--- src/hw/rtl/bitmap_page_allocator_defines.svh ---
// Assertion helpers shared by the allocator modules.
// They expect i_clk and i_rst_n in the scope where they are used.
`ifndef BITMAP_PAGE_ALLOCATOR_DEFINES_SVH
`define BITMAP_PAGE_ALLOCATOR_DEFINES_SVH

// Same-cycle implication, muted while reset is low.
`define BPA_ASSERT_IMP(lbl, ante, cons, msg) \
    lbl: assert property (@(posedge i_clk) disable iff (!i_rst_n) (ante) |-> (cons)) \
        else $error(msg);

// Next-cycle implication, muted while reset is low.
`define BPA_ASSERT_NXT(lbl, ante, cons, msg) \
    lbl: assert property (@(posedge i_clk) disable iff (!i_rst_n) (ante) |=> (cons)) \
        else $error(msg);

`endif

--- src/hw/rtl/bpa_pkg.sv ---
package bpa_pkg;

    // Bitmap geometry.
    localparam int WORD_BITS        = 64;
    localparam int BITMAP_WORDS_DEF = 64;

    // Request opcodes.
    localparam logic [1:0] OP_ALLOC   = 2'd0;
    localparam logic [1:0] OP_FREE    = 2'd1;
    localparam logic [1:0] OP_RESERVE = 2'd2;

    // Response status codes.
    localparam logic [1:0] ST_OK    = 2'd0;
    localparam logic [1:0] ST_NOFIT = 2'd1;
    localparam logic [1:0] ST_BAD   = 2'd2;

    // Commands from the controller to the datapath.
    typedef struct packed {
        logic       load;
        logic       scan_init;
        logic       rng_req;
        logic       rng_alloc;
        logic       rd;
        logic       scan;
        logic       wr_clr;
        logic       wr_rng;
        logic       addr_inc;
        logic       out_load;
        logic [1:0] out_st;
    } t_cmd;

    // Status from the datapath to the controller.
    typedef struct packed {
        logic is_alloc;
        logic bad;
        logic too_big;
        logic zero_count;
        logic hit_now;
        logic chunk_last;
        logic addr_last;
        logic range_last;
        logic out_busy;
    } t_stat;

endpackage

--- src/hw/rtl/bpa_if.sv ---
// Request channel.
interface bpa_req_if;
    logic        valid;
    logic        ready;
    logic [1:0]  opcode;
    logic [11:0] base_page;
    logic [12:0] page_count;

    modport source (output valid, output opcode, output base_page, output page_count,
                    input ready);
    modport sink (input valid, input opcode, input base_page, input page_count,
                  output ready);
endinterface

// Response channel.
interface bpa_rsp_if;
    logic        valid;
    logic        ready;
    logic [1:0]  status;
    logic [11:0] first_page;

    modport source (output valid, output status, output first_page, input ready);
    modport sink (input valid, input status, input first_page, output ready);
endinterface

--- src/hw/rtl/bitmap_page_allocator.sv ---
// Channel   Dir  Fields                                 Word accepted
// i_req     in   opcode, base_page, page_count          valid && ready
// o_rsp     out  status, first_page                     valid && ready
//
// Free and reserve read and then write back each bitmap word touched.
// Allocate scans 8 pages a cycle, reading each word and then scanning it byte by byte,
// then reads and writes each word of the run; the byte-wide scan step sets this rate.
// After reset a clearing pass writes every word as all used.
// One request is in work at a time; a new one is taken while a result waits.
module bitmap_page_allocator
    import bpa_pkg::*;
#(
    parameter int BITMAP_WORDS = BITMAP_WORDS_DEF
) (
    input  logic      i_clk,
    input  logic      i_rst_n,
    bpa_req_if.sink   i_req,
    bpa_rsp_if.source o_rsp
);

    t_cmd  cmd;
    t_stat st;
    logic  in_ready;

    bpa_ctrl u_ctrl (
        .i_clk      (i_clk),
        .i_rst_n    (i_rst_n),
        .i_in_valid (i_req.valid),
        .i_st       (st),
        .o_cmd      (cmd),
        .o_in_ready (in_ready)
    );

    bpa_dpath #(
        .BITMAP_WORDS (BITMAP_WORDS)
    ) u_dpath (
        .i_clk      (i_clk),
        .i_rst_n    (i_rst_n),
        .i_cmd      (cmd),
        .i_in_ready (in_ready),
        .o_st       (st),
        .i_req      (i_req),
        .o_rsp      (o_rsp)
    );

endmodule

--- src/hw/rtl/bpa_ctrl.sv ---
module bpa_ctrl
    import bpa_pkg::*;
(
    input  logic  i_clk,
    input  logic  i_rst_n,
    input  logic  i_in_valid,
    input  t_stat i_st,
    output t_cmd  o_cmd,
    output logic  o_in_ready
);

    typedef enum logic [3:0] {
        S_CLEAR, S_IDLE, S_DECODE, S_SCAN_RD, S_SCAN_RUN,
        S_ALLOC_SET, S_RW_RD, S_RW_WR, S_RESP
    } t_state;

    t_state     r_state, n_state;
    logic [1:0] r_res_st, n_res_st;

    assign o_in_ready = (r_state == S_IDLE);

    // Next state and command decode.
    always_comb begin
        n_state  = r_state;
        n_res_st = r_res_st;
        o_cmd    = '0;
        o_cmd.out_st = r_res_st;
        unique case (r_state)
            S_CLEAR: begin
                o_cmd.wr_clr   = 1'b1;
                o_cmd.addr_inc = 1'b1;
                if (i_st.addr_last) n_state = S_IDLE;
            end
            S_IDLE: begin
                if (i_in_valid) begin
                    o_cmd.load = 1'b1;
                    n_state    = S_DECODE;
                end
            end
            S_DECODE: begin
                if (i_st.bad) begin
                    n_res_st = ST_BAD;
                    n_state  = S_RESP;
                end else if (i_st.is_alloc && i_st.too_big) begin
                    n_res_st = ST_NOFIT;
                    n_state  = S_RESP;
                end else if (i_st.is_alloc) begin
                    o_cmd.scan_init = 1'b1;
                    n_state         = S_SCAN_RD;
                end else if (i_st.zero_count) begin
                    n_res_st = ST_OK;
                    n_state  = S_RESP;
                end else begin
                    o_cmd.rng_req = 1'b1;
                    n_state       = S_RW_RD;
                end
            end
            S_SCAN_RD: begin
                o_cmd.rd = 1'b1;
                n_state  = S_SCAN_RUN;
            end
            S_SCAN_RUN: begin
                o_cmd.scan = 1'b1;
                if (i_st.hit_now) begin
                    n_state = S_ALLOC_SET;
                end else if (i_st.chunk_last) begin
                    if (i_st.addr_last) begin
                        n_res_st = ST_NOFIT;
                        n_state  = S_RESP;
                    end else begin
                        o_cmd.addr_inc = 1'b1;
                        n_state        = S_SCAN_RD;
                    end
                end
            end
            S_ALLOC_SET: begin
                o_cmd.rng_alloc = 1'b1;
                n_state         = S_RW_RD;
            end
            S_RW_RD: begin
                o_cmd.rd = 1'b1;
                n_state  = S_RW_WR;
            end
            S_RW_WR: begin
                o_cmd.wr_rng = 1'b1;
                if (i_st.range_last) begin
                    n_res_st = ST_OK;
                    n_state  = S_RESP;
                end else begin
                    o_cmd.addr_inc = 1'b1;
                    n_state        = S_RW_RD;
                end
            end
            S_RESP: begin
                if (!i_st.out_busy) begin
                    o_cmd.out_load = 1'b1;
                    n_state        = S_IDLE;
                end
            end
            default: n_state = S_IDLE;
        endcase
    end

    // State and registered result code.
    always_ff @(posedge i_clk) begin
        if (!i_rst_n) begin
            r_state  <= S_CLEAR;
            r_res_st <= ST_OK;
        end else begin
            r_state  <= n_state;
            r_res_st <= n_res_st;
        end
    end

endmodule

--- src/hw/rtl/bpa_dpath.sv ---
`include "bitmap_page_allocator_defines.svh"
module bpa_dpath
    import bpa_pkg::*;
#(
    parameter int BITMAP_WORDS = BITMAP_WORDS_DEF
) (
    input  logic             i_clk,
    input  logic             i_rst_n,
    input  t_cmd             i_cmd,
    input  logic             i_in_ready,
    output t_stat            o_st,
    bpa_req_if.sink          i_req,
    bpa_rsp_if.source        o_rsp
);

    localparam int AW = (BITMAP_WORDS > 1) ? $clog2(BITMAP_WORDS) : 1;
    localparam int PW = AW + 6;
    localparam int EW = PW + 1;
    localparam logic [31:0] TOTAL_32 = 32'(BITMAP_WORDS * WORD_BITS);
    localparam logic [AW-1:0] LAST_WORD = AW'(BITMAP_WORDS - 1);

    logic [WORD_BITS-1:0] mem [BITMAP_WORDS];

    logic [1:0]           r_op;
    logic [11:0]          r_start;
    logic [12:0]          r_count;
    logic [AW-1:0]        r_addr;
    logic [WORD_BITS-1:0] r_rdata;
    logic [2:0]           r_chunk;
    logic [12:0]          r_run;
    logic [PW-1:0]        r_endp;
    logic [PW-1:0]        r_lo;
    logic [EW-1:0]        r_hi;
    logic                 r_o_valid;
    logic [1:0]           r_o_status;
    logic [11:0]          r_o_page;

    logic                 is_alloc, is_rng;
    logic [31:0]          start32, sum32, hi32, alloc_lo32, lo_ext32;
    logic [EW-1:0]        hm1;
    logic [AW-1:0]        lo_word, hi_word;
    logic [WORD_BITS-1:0] mask, wdata;
    logic [12:0]          run_n;
    logic                 hit;
    logic [2:0]           hpos;

    // Request decode.
    assign is_alloc   = (r_op == OP_ALLOC);
    assign is_rng     = (r_op == OP_FREE) || (r_op == OP_RESERVE);
    assign start32    = {20'b0, r_start};
    assign sum32      = start32 + {19'b0, r_count};
    assign hi32       = (sum32 > TOTAL_32) ? TOTAL_32 : sum32;
    assign alloc_lo32 = 32'(r_endp) + 32'd1 - {19'b0, r_count};
    assign lo_ext32   = 32'(r_lo);

    // Word bounds of the range being written.
    assign hm1     = r_hi - EW'(1);
    assign lo_word = r_lo[PW-1:6];
    assign hi_word = hm1[PW-1:6];

    // Bits of the current word that fall inside the range.
    always_comb begin
        for (int b = 0; b < WORD_BITS; b++) begin
            mask[b] = ((r_addr != lo_word) || (6'(b) >= r_lo[5:0]))
                   && ((r_addr != hi_word) || (6'(b) <= hm1[5:0]));
        end
    end

    assign wdata = i_cmd.wr_clr ? '1
                 : ((r_op == OP_FREE) ? (r_rdata & ~mask) : (r_rdata | mask));

    // First-fit run counter over one byte of the current word.
    always_comb begin
        run_n = r_run;
        hit   = 1'b0;
        hpos  = '0;
        for (int i = 0; i < 8; i++) begin
            if (!hit) begin
                if (r_rdata[{r_chunk, 3'(i)}]) begin
                    run_n = '0;
                end else begin
                    run_n = run_n + 13'd1;
                    if (run_n == r_count) begin
                        hit  = 1'b1;
                        hpos = 3'(i);
                    end
                end
            end
        end
    end

    // Status to the controller.
    always_comb begin
        o_st.is_alloc   = is_alloc;
        o_st.bad        = (is_alloc && (r_count == '0))
                       || (is_rng && (start32 >= TOTAL_32))
                       || (!is_alloc && !is_rng);
        o_st.too_big    = ({19'b0, r_count} > TOTAL_32);
        o_st.zero_count = (r_count == '0);
        o_st.hit_now    = hit;
        o_st.chunk_last = (r_chunk == 3'd7);
        o_st.addr_last  = (r_addr == LAST_WORD);
        o_st.range_last = (r_addr == hi_word);
        o_st.out_busy   = r_o_valid && !o_rsp.ready;
    end

    // Bitmap memory with registered read.
    always_ff @(posedge i_clk) begin
        if (i_cmd.wr_clr || i_cmd.wr_rng) begin
            mem[r_addr] <= wdata;
        end
        if (i_cmd.rd) begin
            r_rdata <= mem[r_addr];
        end
    end

    // Request, scan and range registers.
    always_ff @(posedge i_clk) begin
        if (!i_rst_n) begin
            r_addr <= '0;
        end else if (i_cmd.scan_init) begin
            r_addr <= '0;
        end else if (i_cmd.rng_req) begin
            r_addr <= start32[PW-1:6];
        end else if (i_cmd.rng_alloc) begin
            r_addr <= alloc_lo32[PW-1:6];
        end else if (i_cmd.addr_inc) begin
            r_addr <= (r_addr == LAST_WORD) ? '0 : r_addr + AW'(1);
        end
        if (i_cmd.load) begin
            r_op    <= i_req.opcode;
            r_start <= i_req.base_page;
            r_count <= i_req.page_count;
        end
        if (i_cmd.scan_init) begin
            r_run   <= '0;
            r_chunk <= '0;
        end else if (i_cmd.scan) begin
            r_run   <= run_n;
            r_chunk <= r_chunk + 3'd1;
            if (hit) r_endp <= {r_addr, r_chunk, hpos};
        end
        if (i_cmd.rng_req) begin
            r_lo <= start32[PW-1:0];
            r_hi <= hi32[EW-1:0];
        end else if (i_cmd.rng_alloc) begin
            r_lo <= alloc_lo32[PW-1:0];
            r_hi <= {1'b0, r_endp} + EW'(1);
        end
    end

    // Output word register.
    always_ff @(posedge i_clk) begin
        if (!i_rst_n) begin
            r_o_valid <= 1'b0;
        end else if (i_cmd.out_load) begin
            r_o_valid <= 1'b1;
        end else if (o_rsp.ready) begin
            r_o_valid <= 1'b0;
        end
        if (i_cmd.out_load) begin
            r_o_status <= i_cmd.out_st;
            r_o_page   <= ((i_cmd.out_st == ST_OK) && is_alloc) ? lo_ext32[11:0] : '0;
        end
    end

    assign i_req.ready      = i_in_ready;
    assign o_rsp.valid      = r_o_valid;
    assign o_rsp.status     = r_o_status;
    assign o_rsp.first_page = r_o_page;

    `BPA_ASSERT_IMP(a_mask_nonempty, i_cmd.wr_rng, (|mask), "range write with empty mask")
    `BPA_ASSERT_IMP(a_no_overwrite, i_cmd.out_load, !(r_o_valid && !o_rsp.ready),
        "result overwritten before taken")
    `BPA_ASSERT_IMP(a_page_zero, r_o_valid && (r_o_status != ST_OK), (r_o_page == '0),
        "page number set on failed request")
    `BPA_ASSERT_NXT(a_load_decodes, i_cmd.load, !i_cmd.rd && !i_cmd.wr_rng,
        "memory access right after request load")

endmodule
--- src/flat_wrapper.sv ---
// flat-port wrapper written by rule: the top's interface ports become plain ports
module bitmap_page_allocator_flat import bpa_pkg::*;
#(
    parameter int BITMAP_WORDS = BITMAP_WORDS_DEF
)
  (i_clk, i_rst_n, i_req_valid, i_req_opcode, i_req_base_page, i_req_page_count, i_req_ready, o_rsp_valid, o_rsp_status, o_rsp_first_page, o_rsp_ready);
  bpa_req_if i_req_i ();
  bpa_rsp_if o_rsp_i ();
  input  logic i_clk;
  input  logic i_rst_n;
  input wire logic [$bits(i_req_i.valid)-1:0] i_req_valid;
  input wire logic [$bits(i_req_i.opcode)-1:0] i_req_opcode;
  input wire logic [$bits(i_req_i.base_page)-1:0] i_req_base_page;
  input wire logic [$bits(i_req_i.page_count)-1:0] i_req_page_count;
  output wire logic [$bits(i_req_i.ready)-1:0] i_req_ready;
  output wire logic [$bits(o_rsp_i.valid)-1:0] o_rsp_valid;
  output wire logic [$bits(o_rsp_i.status)-1:0] o_rsp_status;
  output wire logic [$bits(o_rsp_i.first_page)-1:0] o_rsp_first_page;
  input wire logic [$bits(o_rsp_i.ready)-1:0] o_rsp_ready;
  assign i_req_i.valid = i_req_valid;
  assign i_req_i.opcode = i_req_opcode;
  assign i_req_i.base_page = i_req_base_page;
  assign i_req_i.page_count = i_req_page_count;
  assign i_req_ready = i_req_i.ready;
  assign o_rsp_valid = o_rsp_i.valid;
  assign o_rsp_status = o_rsp_i.status;
  assign o_rsp_first_page = o_rsp_i.first_page;
  assign o_rsp_i.ready = o_rsp_ready;
  bitmap_page_allocator #(.BITMAP_WORDS(BITMAP_WORDS)) u_core (.i_clk(i_clk), .i_rst_n(i_rst_n), .i_req(i_req_i), .o_rsp(o_rsp_i));
endmodule
--- config.mk ---
export PLATFORM = sky130hd
export DESIGN_NAME = bitmap_page_allocator_flat
export DESIGN_NICKNAME = d
export VERILOG_FILES = /design/src/hw/rtl/bpa_pkg.sv /design/src/hw/rtl/bpa_if.sv /design/src/hw/rtl/bitmap_page_allocator.sv /design/src/hw/rtl/bpa_ctrl.sv /design/src/hw/rtl/bpa_dpath.sv /design/src/flat_wrapper.sv
export VERILOG_INCLUDE_DIRS = /design/src /design/src/hw/rtl
export SDC_FILE = /design/constraint.sdc
export NUM_CORES = 2
export LEC_CHECK = 0
export BUFFER_PORTS_ARGS = -buffer_cell sky130_fd_sc_hd__buf_2
export CORE_ASPECT_RATIO = 0.9
export CORE_MARGIN = 3
export CORE_UTILIZATION = 60
export CTS_CLUSTER_DIAMETER = 100
export DETAILED_ROUTE_END_ITERATION = 6
export HOLD_SLACK_MARGIN = 0.05
export PLACE_DENSITY_LB_ADDON = 0.15
export SLEW_MARGIN = 20
export SYNTH_ARGS = -nofsm -noshare
export SYNTH_HDL_FRONTEND = slang
export SYNTH_HIERARCHICAL = 1
export SYNTH_SLANG_ARGS = --single-unit
--- constraint.sdc ---
create_clock -name i_clk -period 15.45 [get_ports i_clk]
set_clock_uncertainty 0.15 [all_clocks]
set_input_delay 2.3175 -clock i_clk [delete_from_list [all_inputs] [get_ports i_clk]]
set_output_delay 2.3175 -clock i_clk [all_outputs]
set_load 0.05 [all_outputs]
==> implementation parameters <==
Parameter                              Value

Outcome
  Run status ... finished, violations left
  Violations in the final reports ... DRC

Power and ir drop
  Static Leak ... 59.5 nW
  IR Drop Worst-Case VDD ... 0.150 mV
  Total power density per cell area ... 125 mW/mm^2

Setup path
  Critical path startpoint category ... register
  Endpoint required time on the critical path ... 16,060 ps
  R2R Path Start ... u_core/u_dpath/r_chunk[0]
  Worst reg2reg path depth ... 61
  Flop2flop setup slack ... 1640 ps
  Most frequent cell on the critical path ... buf_4
  R2R Path End ... u_core/u_dpath/r_addr[1]
  Worst path arrival time ... 14,420 ps
  Delay of the slowest cell on the worst path ... 620 ps
  Capturing element type of the critical path ... register
  Classification of the worst setup path ... register to register
  Critical path's slowest cell ... nor4b_4
  Maximum fanout count along the critical path ... 12

Clock tree
  Clock slew seen by the registers of the worst setup and hold paths ... 60 ps
  Maximum root-to-sink buffer count ... 4
  CTS tree ... built
  Cell at the root of the clock tree ... clkbuf_16
  Number of sinks handled by clock tree synthesis ... 4,266
  Number of clock buffers inserted by TritonCTS ... 403
  Deepest level of the CTS H-tree ... 5
  Resized Gates After CTS ... 0
  Number of buffers inserted by hold repair at cts ... 0
  Insertion delay to the later sink of the worst-skew pair ... 960 ps
  Post-CTS setup buffer count ... 0

Detailed routing
  Vias after detailed routing ... 107,930
  Post-route DRC ... 9
  Pre-antenna DRT Iters ... 7
  Drt first-iter violations ... 18,568
  Wirelength per Cell ... 40.1 microns
  Number of routed nets with antenna violations ... 0
  Post-DR vias/cell ... 7.52
  DRT Wirelength ... 575,000 microns

STA
  Accumulated negative setup slack ... 0 ps
  Maximum clock rate ... 72.4 MHz
  Max-slew violations ... 0
  Final setup violating endpoints ... 0
  Worst rel slew slack ... 15.7%
  Post-layout minimum cycle time ... 13,810 ps
  Min setup slack post-route ... 1640 ps
  Fraction of the cycle the final worst path needs ... 89.4%
  Worst-margin pin slew ... 1270 ps
  Setup repair after global routing missed its margin ... no
  Count of endpoints failing hold in the final timing report ... 0

Cells and area
  Count of nets after finishing ... 10,406
  Growth of design area from synthesis to finish ... 12.1%
  Area of the multi-input gates ... 0.0362 sq mm
  Area taken by flip-flops and latches ... 0.128 sq mm
  Share of cells above drive strength 1 ... 13.2%
  Fill count ... 18,014

Floorplanning
  Number of cell rows ... 182
  Starting density of the core ... 60.6%
  Area of the die ... 0.284 sq mm
  Die height ... 506 microns
  Top Ports ... 47
  Horizontal extent of the die ... 561 microns
  Total core area ... 0.275 sq mm

Synthesis
  Warnings, synthesis ... 6
  Compound-gate portion of the synthesized area ... 15.2%
  Adder-Cell Fraction of Synth Area ... 0.400%
  Area fraction in and, or, nand and nor cells after synthesis ... 4.07%
  Share of synthesized area spent on multiplexers ... 0.595%
  Distinct cell type count after synthesis ... 141
  Number of enable-type register cells in the synthesized netlist ... 4,237
  Mapped cell area ... 0.166 sq mm
  Number of instances in the synthesized netlist ... 10,020
  Sequential fraction of the synthesis area ... 76.8%
  Async S/R FF share, synth ... 0%
  Most used flip-flop cell after synthesis ... edfxtp_1
  Main combinational cell family by area after synthesis ... compound AO/OA/AOI/OAI gates
  Post-Syn Area per Cell ... 16.6 sq um
  Synthesized netlist net count ... 10,103
  Number of register bits inferred by synthesis ... 4,266
  XOR/XNOR share of the synthesized area ... 1.05%

Placed design
  Port Buffers ... 46
  Worst slack at placement ... 1750 ps
  Final weighted congestion of routability-driven global placement ... 0.932
  Detailed-placement wirelength estimate ... 315,000 microns

Flow run
  Maximum capacitance violations ... 0

Min path
  Classification of the worst-slack hold path ... register to register
  Worst hold path startpoint ... u_core/u_ctrl/r_res_st[1]
  Hold Crit Depth ... 0
  Worst-case hold path end point ... u_core/u_dpath/o_rsp.status[1]

GRT
  Number of global-route vias before repair ... 100,739
  Antenna violations before repair ... 26
  GR Util All Layers ... 39.8%
  Global-route congestion overflow total ... 0
  Pin count of the biggest net entering global routing ... 124
  Global-route wire length before repair ... 794,000 microns
-- sequential cells by signal (all words and copies together) (netlist names), 4 cells and up --
register and count:
u_core/u_ctrl/r_state 4, u_core/u_dpath/mem 4096, u_core/u_dpath/o_rsp.first_page 12, u_core/u_dpath/r_addr 6, u_core/u_dpath/r_count 13, u_core/u_dpath/r_endp 12, u_core/u_dpath/r_hi 12, u_core/u_dpath/r_lo 12
u_core/u_dpath/r_rdata 64, u_core/u_dpath/r_run 13, u_core/u_dpath/r_start 12
-- layer usage --
layer | routed length (microns) | GRT usage, %
met1 | 205000 | 56.9
met2 | 251000 | 57.7
met3 | 88300 | 11.5
met4 | 30300 | 17.1
met5 | 102 | 0.0845
-- power breakdown --
part           switching (mW)  internal, mW  total (mW)
registers              0.0105          12.6        12.6
clock network            4.19          5.53        9.72
logic                   0.732         0.254       0.986
-- cell usage in the layout (no fill, tap or decap), drive strengths merged, types with 21 or more instances in the layout --
cell type  instances
o22ai             49
o31ai             21
nor3              76
o211ai           100
ha                50
a21oi            300
nand4            176
edfxtp          4237
a21o              27
bufinv            42
a22oi           1510
a31oi            289
nand2            240
nor4              96
or2               28
a22o             284
clkinv           187
xor2              43
clkbuf           480
a221oi           285
mux2i             47
a41oi            114
o21ai            148
nor2             283
dfxtp             29
or3               38
xnor2            139
and3              37
inv               79
nand3            157
o21a              22
and2              40
a211oi            35
buf              602
diode             22
-- cells by family (layout without fill, tap and decap cells) --
kind of cell | count (synthesis) | in the layout
other | 0 | 22
muxes | 77 | 77
buffers and inverters | 775 | 1401
DFF | 4266 | 4266
and+or+nand+nor | 1282 | 1282
adders and majority gates | 52 | 52
AOI/OAI and AO/OA | 3380 | 3380
xor gates and xnor gates | 188 | 188
-- how the worst max path moves through the flow --
stage                                         start                  endpoint  slack (ps)  cells after the start
after global placement    u_core/u_dpath/r_chunk[0]  u_core/u_dpath/r_addr[2]        1750                     60
after floorplan           u_core/u_dpath/r_chunk[0]  u_core/u_dpath/r_addr[2]        2980                     65
after detailed placement  u_core/u_dpath/r_chunk[0]  u_core/u_dpath/r_addr[1]        1750                     61
final                     u_core/u_dpath/r_chunk[0]  u_core/u_dpath/r_addr[1]        1640                     61
after CTS                 u_core/u_dpath/r_chunk[0]  u_core/u_dpath/r_addr[1]        1670                     61
after global routing      u_core/u_dpath/r_chunk[0]  u_core/u_dpath/r_addr[4]         500                     62
-- cell type report --
| cell class | count | share of cell area [%] |
|---|---|---|
| Clock inverter | 248 | 1.29 |
| Sequential cell | 4266 | 68.5 |
| Tap cell | 3680 | 2.47 |
| Timing Repair Buffer | 602 | 2.52 |
| Inverter | 71 | 0.143 |
| Multi-Input combinational cell | 4979 | 19.4 |
| Antenna cell | 22 | 0.0295 |
| Clock buffer | 480 | 5.61 |
-- worst max-delay path: cells and delay by family, from the launching register on --
kind,cells,cell delay (ps)
compound gates,21,4270
xor+xnor,1,180
fa+ha+maj,4,1310
buf+inv,12,2100
flops,1,550
mux,5,1260
simple gates,18,3830
-- cells in the mapped netlist, types with 92 or more instances --
cell type	instances	share of area (%)
nand4_1	174	0.65
o21ai_0	124	0.37
a221oi_1	282	1.5
a31oi_1	288	1.1
edfxtp_1	4237	76
a21oi_1	293	0.88
a41oi_1	114	0.60
a22o_1	283	1.5
nor2_1	279	0.63
o211ai_1	95	0.43
nand2_1	238	0.54
clkbuf_1	546	1.2
nor4_1	92	0.35
buf_1	96	0.22
xnor2_1	138	0.73
a22oi_1	1510	6.8
nand3_1	154	0.46
-- metrics by stage --
stage	instance area [sq um]	utilization, %	hold slack (ps)	power [mW]	cells
floorplan	166000	-	256	13.3	10020
global placement	174000	63.2	298	13.8	13595
detailed placement	174000	63.2	301	13.8	13597
CTS	186000	67.9	315	23.3	14325
global route	186000	67.9	336	23.8	14327
finish	187000	67.9	316	23.3	14348
(Power assumes the default switching activity.)
